File: config.mk
export PLATFORM = sky130hd
export DESIGN_NAME = tre_ram
export DESIGN_NICKNAME = d
export VERILOG_FILES = /design/src/rtl/core/toy_risc_execute_unit_defines.svh /design/src/rtl/core/tre_ram.sv
export SDC_FILE = /design/constraint.sdc
export NUM_CORES = 1
export LEC_CHECK = 0
export BUFFER_PORTS_ARGS = -buffer_cell sky130_fd_sc_hd__buf_2
export CORE_ASPECT_RATIO = 1.1
export CORE_MARGIN = 5
export CORE_UTILIZATION = 55
export CTS_CLUSTER_DIAMETER = 30
export DETAILED_ROUTE_END_ITERATION = 10
export PLACE_DENSITY = 0.8
export SLEW_MARGIN = 0
export SYNTH_ARGS = -nofsm -noshare
export SYNTH_HDL_FRONTEND = slang
export SYNTH_SLANG_ARGS = --single-unit
File: constraint.sdc
create_clock -name i_clk -period 7.8 [get_ports i_clk]
set_input_delay 0.39 -clock i_clk [delete_from_list [all_inputs] [get_ports i_clk]]
set_output_delay 0.39 -clock i_clk [all_outputs]
set_load 0.03 [all_outputs]
File: src/rtl/core/toy_risc_execute_unit_defines.svh
// assertion macros shared by the execute unit rtl
`ifndef TOY_RISC_EXECUTE_UNIT_DEFINES_SVH
`define TOY_RISC_EXECUTE_UNIT_DEFINES_SVH

// same-cycle check, clocked on i_clk, off while i_rst_n is low
`define TRE_ASSERT_NOW(label, ante, cons, msg) \
    label: assert property (@(posedge i_clk) disable iff (!i_rst_n) (ante) |-> (cons)) \
        else $error(msg);

// next-cycle check, clocked on i_clk, off while i_rst_n is low
`define TRE_ASSERT_NEXT(label, ante, cons, msg) \
    label: assert property (@(posedge i_clk) disable iff (!i_rst_n) (ante) |=> (cons)) \
        else $error(msg);

`endif

File: src/rtl/core/tre_ram.sv
// generic single write port ram with registered read
`timescale 1ns / 1ps

module tre_ram #(
    parameter int WIDTH = 32,
    parameter int DEPTH = 8
) (
    input  logic                     i_clk,
    input  logic                     i_we,
    input  logic [$clog2(DEPTH)-1:0] i_waddr,
    input  logic [WIDTH-1:0]         i_wdata,
    input  logic                     i_re,
    input  logic [$clog2(DEPTH)-1:0] i_raddr,
    output logic [WIDTH-1:0]         o_rdata
);

    logic [WIDTH-1:0] r_mem [DEPTH];
    logic [WIDTH-1:0] r_rdata;

    always_ff @(posedge i_clk) begin
        if (i_we) begin
            r_mem[i_waddr] <= i_wdata;
        end
        if (i_re) begin
            r_rdata <= r_mem[i_raddr];
        end
    end

    assign o_rdata = r_rdata;

endmodule

==> impl_metrics.json <==
{
  "outcome": "complete, no violations",
  "ys_types": 12,
  "cts_setup_buffers": 0,
  "slew_violations": 0,
  "power_density_mw_per_mm2": 297,
  "dieWidth_um": 144,
  "ctsLongestPathBuffers": 3,
  "async_reset_ff_share_pct": 0,
  "yosysTopAreaCellShare_pct": 80.2,
  "path_max_fanout": 64,
  "totalWireLength_mm": 20.1,
  "crit_slowest_cell": "buf_4",
  "dp_hpwl_mm": 10.1,
  "ys_seq_elements": 288,
  "setup_viol": 0,
  "area_growth_pct": 19.5,
  "layout_min_cycle_time_ns": 1.96,
  "io_buffers": 72,
  "max_freq_mhz": 510,
  "final_core_utilization_pct": 67.0,
  "ys_warn_count": 0,
  "synth_edf_count": 288,
  "max_slew_margin_pct": 24.4,
  "worstMarginPinSlew_ns": 1.13,
  "synth_area_mm2": 0.0108,
  "overflow": 0,
  "drc": 0,
  "fillers": 1181,
  "total_power_mw": 3.82,
  "drv_cap": 0,
  "grt_pass1_wl_mm": 30.4,
  "ctsHoldBuffers": 0,
  "slowest_delay_ns": 0.83,
  "rows": 53,
  "routed-via-count": 4733,
  "grt_usage_pct": 18.5,
  "initial_core_util_pct": 56.1,
  "required_ns": 8.07,
  "clockRootBuffer": "clkbuf_16",
  "syn_nets": 456,
  "core_mm2": 0.0192,
  "worstPathCellList": "buf_4 > mux4_1 > mux2_2",
  "totalNegativeSetupSlack_ns": 0,
  "grt_max_degree": 65,
  "finClkSkew_ns": 0.0100,
  "nets": 564,
  "synth.avg_cell_area_um2": 26.0,
  "crit_arrival_ns": 2.23,
  "critPathCaptureType": "flop",
  "grtUsageMet1_pct": 24.4,
  "via_per_inst": 5.89,
  "r2r-start": "r_mem[3][12]$_DFFE_PP_",
  "worst_slack_ns": 5.84,
  "met3_usage_pct": 4.10,
  "yosys-top-cells-area": "edfxtp_1, mux4_1, mux4_2, mux2_2, buf_6",
  "gp_congestion": 0.688,
  "grt_util_met2_pct": 31.1,
  "yosysTopAreaCell": "edfxtp_1",
  "busiest_layer": "met2",
  "finalCritPeriodShare_pct": 25.1,
  "synth_cells": 415,
  "cts_buffers": 42,
  "startpoint_type": "primary input",
  "worstSetupPathType": "in -> reg",
  "drtAntennaViolNets": 0,
  "die-area_mm2": 0.0225,
  "num_io_pins": 73,
  "final_layout_size_suffix_gt1_share_pct": 38.5,
  "cts.sinks": 288,
  "min_from": "i_wdata[12]",
  "dpl-instance-area_mm2": 0.0115,
  "synth_common_cells": "edfxtp_1, mux4_1, mux2_2",
  "finalHoldViolCount": 0,
  "clock_latency_ns": 0.52,
  "die_h_um": 157,
  "yosys_most_used_dff": "edfxtp_1",
  "first_global_vias": 5151,
  "ir_worst_vdd_mv": 0.226,
  "worstSetupStartpoint": "i_raddr[0]",
  "cts.clk_slew.worst_paths_ns": 0.05,
  "cts_tree": "yes",
  "cts_resized": 0,
  "seq_area_frac_synth_pct": 80.2,
  "synthMostInstantiatedCell": "edfxtp_1",
  "first_pass_iters": 4,
  "htreeDepth": 2,
  "power.leakage_nw": 4.37,
  "fin_area_mm2": 0.0129,
  "drtIter0Drc": 396,
  "pre_cts_ws_ns": 5.26,
  "antenna_found_initial": 2,
  "rsz0062_at_grt": "no",
  "route.detailed.wl_per_inst_um": 25.0,
  "hold_path_class": "in -> reg"
}
[critical path: cells and delay by family]
family,cells,cell delay (ns)
buffers and inverters,1,0.83
multiplexers,2,0.97
[worst paths after layout]
path / end / slack (ns) / depth (start not counted)
worst max-delay path: o_rdata[12]$_DFFE_PP_ / 5.84 / 3
worst min-delay path: r_mem[3][12]$_DFFE_PP_ / 0.14 / 1
worst max register to register: o_rdata[12]$_DFFE_PP_ / 6.31 / 2
worst min register to register: o_rdata[25]$_DFFE_PP_ / 0.75 / 2
[flip-flops by register name, indices dropped and copies added (netlist names)]
| register | count |
|---|---|
| r_mem | 256 |
| o_rdata | 32 |
[cell type report]
class / count / area (µm²) / share of cell area, %
Clock buffer: 52 / 1150 / 8.94
Antenna cell: 1 / 2.50 / 0.0194
Timing Repair Buffer: 82 / 438 / 3.40
Tap cell: 247 / 309 / 2.40
Clock inverter: 25 / 270 / 2.10
Sequential cell: 288 / 8650 / 67.1
Multi-Input combinational cell: 109 / 2070 / 16.0
[power breakdown]
part,leakage (nW),internal (mW),switching [mW]
Combinational,1.06,0.0733,0.107
Sequential,2.64,1.77,0.0153
Clock,0.675,1.17,0.689
Total,4.37,3.01,0.811
[metal layers]
metal	vias to the layer above	wire length, µm
li1	2055	-
met3	46	1290
met4	4	455
met1	2470	7990
met2	158	10300
met5	-	14
[logic make-up (layout without fill, tap and decap cells)]
kind of cell	after synthesis	count (layout)	synth area share [%]
buffers and inverters	18	159	1.18
DFF	288	288	80.2
muxes	96	96	18.1
other	0	1	0
and+or+nand+nor	13	13	0.545
[cells in the final DEF (no fill, tap or decap), drive strengths merged]
cell type and instances:
buf 82, bufinv 3, clkbuf 52, clkinv 9, clkinvlp 6, diode 1
edfxtp 288, inv 7, mux2 32, mux4 64, nand2 2, nand2b 3
nor2 6, nor3 2
[stage by stage]
| step | hold slack, ns | std cells |
|---|---|---|
| floorplan | 0.489 | 415 |
| detailed placement | 0.658 | 726 |
| global placement | 0.638 | 726 |
| finish | 0.137 | 804 |
| CTS | 0.117 | 803 |
| global route | 0.130 | 803 |
Note: power is estimated with default switching activity, not from simulation.
