<file path="config.mk">
export PLATFORM = sky130hd
export DESIGN_NAME = tre_addr
export DESIGN_NICKNAME = d
export VERILOG_FILES = /design/src/rtl/core/toy_risc_execute_unit_defines.svh /design/src/rtl/core/tre_addr.sv
export SDC_FILE = /design/constraint.sdc
export NUM_CORES = 1
export LEC_CHECK = 0
export BUFFER_PORTS_ARGS = -buffer_cell sky130_fd_sc_hd__buf_2
export CORE_AREA = 5 5 51 53
export CTS_BUF_LIST = sky130_fd_sc_hd__clkbuf_8
export DETAILED_ROUTE_END_ITERATION = 6
export DIE_AREA = 0 0 56 58
export PLACE_DENSITY_LB_ADDON = 0.12
export SYNTH_ARGS = -nofsm -noshare
export SYNTH_HDL_FRONTEND = slang
export SYNTH_SLANG_ARGS = --single-unit
</file>
<file path="constraint.sdc">
create_clock -name i_clk -period 0.8 [get_ports i_clk]
set_input_delay 0.16 -clock i_clk [delete_from_list [all_inputs] [get_ports i_clk]]
set_output_delay 0.16 -clock i_clk [all_outputs]
set_load 0.05 [all_outputs]
</file>
<file path="src/rtl/core/toy_risc_execute_unit_defines.svh">
// assertion macros shared by the execute unit rtl
`ifndef TOY_RISC_EXECUTE_UNIT_DEFINES_SVH
`define TOY_RISC_EXECUTE_UNIT_DEFINES_SVH

// same-cycle check, clocked on i_clk, off while i_rst_n is low
`define TRE_ASSERT_NOW(label, ante, cons, msg) \
    label: assert property (@(posedge i_clk) disable iff (!i_rst_n) (ante) |-> (cons)) \
        else $error(msg);

// next-cycle check, clocked on i_clk, off while i_rst_n is low
`define TRE_ASSERT_NEXT(label, ante, cons, msg) \
    label: assert property (@(posedge i_clk) disable iff (!i_rst_n) (ante) |=> (cons)) \
        else $error(msg);

`endif

</file>
<file path="src/rtl/core/tre_addr.sv">
// data memory address reduction modulo the memory depth
`timescale 1ns / 1ps

module tre_addr #(
    parameter int MEM_WORDS = 4096,
    parameter int AW        = $clog2(MEM_WORDS)
) (
    input  logic          i_clk,
    input  logic [31:0]   i_sum,
    input  logic          i_cap_sum,
    input  logic          i_cap_addr,
    output logic [AW-1:0] o_addr_fast,
    output logic [AW-1:0] o_addr_slow
);

    // quotient estimate from a truncated reciprocal is low by at most one
    localparam logic [63:0] RECIP64 = 64'h1_0000_0000 / MEM_WORDS;
    localparam logic [31:0] RECIP   = RECIP64[31:0];
    localparam logic [31:0] M32     = 32'(MEM_WORDS);
    localparam logic [AW:0] M_EXT   = (AW + 1)'(MEM_WORDS);

    logic [31:0] r_sum;
    logic [63:0] r_prod;
    logic [AW-1:0] r_addr;
    logic [31:0] qm;
    logic [31:0] rem32;
    logic [AW:0] rem;
    logic [AW:0] n_addr;

    // power-of-two depth: plain mask
    assign o_addr_fast = i_sum[AW-1:0];

    always_ff @(posedge i_clk) begin
        if (i_cap_sum) begin
            r_sum  <= i_sum;
            r_prod <= {32'b0, i_sum} * {32'b0, RECIP};
        end
        if (i_cap_addr) begin
            r_addr <= n_addr[AW-1:0];
        end
    end

    always_comb begin
        qm    = r_prod[63:32] * M32;
        rem32 = r_sum - qm;
        rem   = rem32[AW:0];
        if (rem >= M_EXT) begin
            n_addr = rem - M_EXT;
        end else begin
            n_addr = rem;
        end
    end

    assign o_addr_slow = r_addr;

endmodule

</file>
==> reports/qor.csv <==
stage,metric,value,unit
logic_synthesis,Synth Instances,36,
global_routing,gr ovfl total,0,
global_routing,vias in the first global route,410,
timing,final period utilization,1.210,
setup_path,worst r2r src,r_prod[29]$_DFFE_PP_,
logic_synthesis,synthesized area per cell,22.52,µm²
finish,post-layout util,0.5045,
timing,Fin. Hold Viols,0,
detailed_routing,ANT nets after route,0,
clocking,Num CTS Buffers,3,
detailed_routing,DR iter-0 viols,2,
timing,Worst-Margin Slew,0.2566,ns
timing,worst setup margin,-0.1683,ns
logic_synthesis,"Seq/Total Area, Yosys",0.8889,
timing,RSZ-0062 raised after global routing,yes,
logic_synthesis,"Net Count, Synth",71,
setup_path,crit-path cells,buf_6,
global_routing,initial antenna violation count,0,
setup_path,Setup crit start,o_addr_slow[0]$_DFFE_PP_,
finish,nets,102,
global_routing,largest net degree at the start of global routing,13,
placed_design,gpl congestion,0.6222,
setup_path,crit start category,flop,
setup_path,Crit path depth,1,
pwr,total power,2.601,mW
timing,crit path time final,0.9683,ns
setup_path,CP Class,flop to primary output,
timing,Slew Limit Fails,0,
setup_path,Bufs and invs on worst path,1,
logic_synthesis,leading cell types by count after synthesis,"24 x edfxtp_1, 12 x buf_4",
die,row count,17,
run_status,status,"complete, but fails checks",
die,core area,2106,µm²
clocking,htree depth,1,
finish,antenna cell count,0,
clocking,clock buffer depth,2,
setup_path,reg2reg end,o_addr_slow[9]$_DFFE_PP_,
finish,#MultiIn Comb,0,
run,MaxCap Viol Count,0,
logic_synthesis,synthesized flop and latch total,24,
timing,Final Skew,0.0005515,ns
timing,Final setup viols,12,
placed_design,port bufs,38,
setup_path,crit path max fanout,1,
detailed_routing,Remaining DRCs,0,
finish,layout cell share with drive strength beyond 1,0.6308,
logic_synthesis,Post-Synthesis Cell Area,810.8,µm²
logic_synthesis,number of synthesized flops with an enable pin,24,
setup_path,CP required,0.64,ns
logic_synthesis,Synth cell types,2,
setup_path,R2R depth,0,
die,Die Wd,56,µm
die,Starting Density,0.3850,
setup_path,Slowest cell on crit path,edfxtp_1,
clocking,Worst-path clk slew,0.07,ns
setup_path,top cell family by delay on the critical path,flip-flops,
timing,f_max,1033,MHz
detailed_routing,Via density,4.129,
clocking,root buffer cell,clkbuf_8,
die,I/O pin cnt,59,
timing,Slew Limit Headroom,0.8289,
setup_path,worst setup path end,o_addr_slow[0],
finish,area occupied by multi-input gates,0,µm²
pwr,Peak VDD IR,1610,µV
global_routing,Tot GR Track Use,0.07062,
die,die area,3248,µm²
logic_synthesis,asr flop ratio synth,0,
logic_synthesis,total number of yosys warnings,0,
hold_path,HP Class,input port to flop,
setup_path,FF-to-FF setup slack,0.19,ns
global_routing,first-pass GRT wire length,1.725,mm
logic_synthesis,"count leader, synth",edfxtp_1,
logic_synthesis,synth top area cells,"edfxtp_1 89%, buf_4 11%",
run_status,failing checks,setup timing,
pwr,LEAKAGE,0.4313,nW
detailed_routing,via count,384,
clocking,CTS tree,built,
setup_path,CP endpoint kind,primary output,
logic_synthesis,top-area cell type share of the netlist area,0.8889,
logic_synthesis,top_reg_cell synth,edfxtp_1,
clocking,postcts setup bufs,0,
setup_path,Slowest Stage Delay on Critical Path,0.39,ns
detailed_routing,drt first pass iters,2,
logic_synthesis,most area-hungry cell type in the Yosys netlist,edfxtp_1,
die,Die Ht,58,µm
finish,Layout area overhead,31.02,%
clocking,# clock sinks,24,
setup_path,crit path DAT,0.81,ns
clocking,worst skew pair latency,0.25,ns
detailed_routing,final WL,1.062,mm
pwr,power per cell area,2448,nW/µm²
detailed_routing,wire per inst,11.42,µm
clocking,hold buffers post-CTS,0,
==> worst min-delay path by stage <==
| stage | startpoint | end | slack, ns | cells past startpoint |
|---|---|---|---|---|
| final | i_sum[8] | r_prod[28]$_DFFE_PP_ | 0.09 | 1 |
| after global routing | i_sum[0] | r_prod[20]$_DFFE_PP_ | 0.08 | 1 |
| after CTS | i_sum[9] | r_prod[29]$_DFFE_PP_ | 0.08 | 1 |
| after detailed placement | i_sum[5] | r_prod[25]$_DFFE_PP_ | 0.35 | 1 |
| after global placement | i_sum[2] | r_prod[22]$_DFFE_PP_ | 0.35 | 1 |
| after floorplan | i_sum[0] | r_prod[20]$_DFFE_PP_ | 0.26 | 0 |
==> cell type report <==
class,count,area (µm²)
flip-flops and latches,24,720.7
fillers,174,1044
repair buffers,38,265.3
clock buffers,3,41.29
well taps,28,35.03
==> flip-flops by register name (all words and copies together) (netlist names) <==
register     count
r_prod          12
o_addr_slow     12
==> layer usage <==
layer,vias to the layer above,share of wire,GRT usage
li1,180,-,-
met1,180,0.37,0.07813
met2,24,0.52,0.1185
met3,0,0.11,0.03118
met4,0,0,0.03051
met5,-,0,0
==> logic make-up (layout without fill, tap and decap cells) <==
group    count (synthesis)  in the layout  share of synthesized area
buf+inv                 12             41                     0.1111
flops                   24             24                     0.8889
==> cells in the final DEF, fill, tap and decap left out <==
master,n
edfxtp_1,24
clkbuf_8,3
buf_2,26
buf_6,12
==> power breakdown <==
| part | total, mW | leakage, nW | switching [mW] | internal, mW |
|---|---|---|---|---|
| Combinational | 0.434 | 0.175 | 0.315 | 0.119 |
| Sequential | 1.52 | 0.235 | 0.0267 | 1.49 |
| Clock | 0.649 | 0.0216 | 0.314 | 0.335 |
| Total | 2.60 | 0.431 | 0.657 | 1.94 |
==> stage by stage <==
step	area, µm²	hold WS, ns	worst slack [ns]	setup TNS (ns)	std cells
after global placement	945.9	0.3492	0.04916	0	90
after CTS	1062	0.08431	-0.1867	-2.058	93
after floorplan	810.8	0.2589	0.03940	0	36
final	1062	0.09110	-0.1683	-1.926	93
after detailed placement	945.9	0.3507	0.04600	0	90
after global routing	1062	0.07978	-0.2194	-2.389	93
==> repair_timing <==
action | in CTS | in global routing
pin swaps | 0 | 0
resized for setup | 24 | 0
setup endpoints to repair | 12 | 12
No activity file was read; power rests on OpenSTA's default activity.
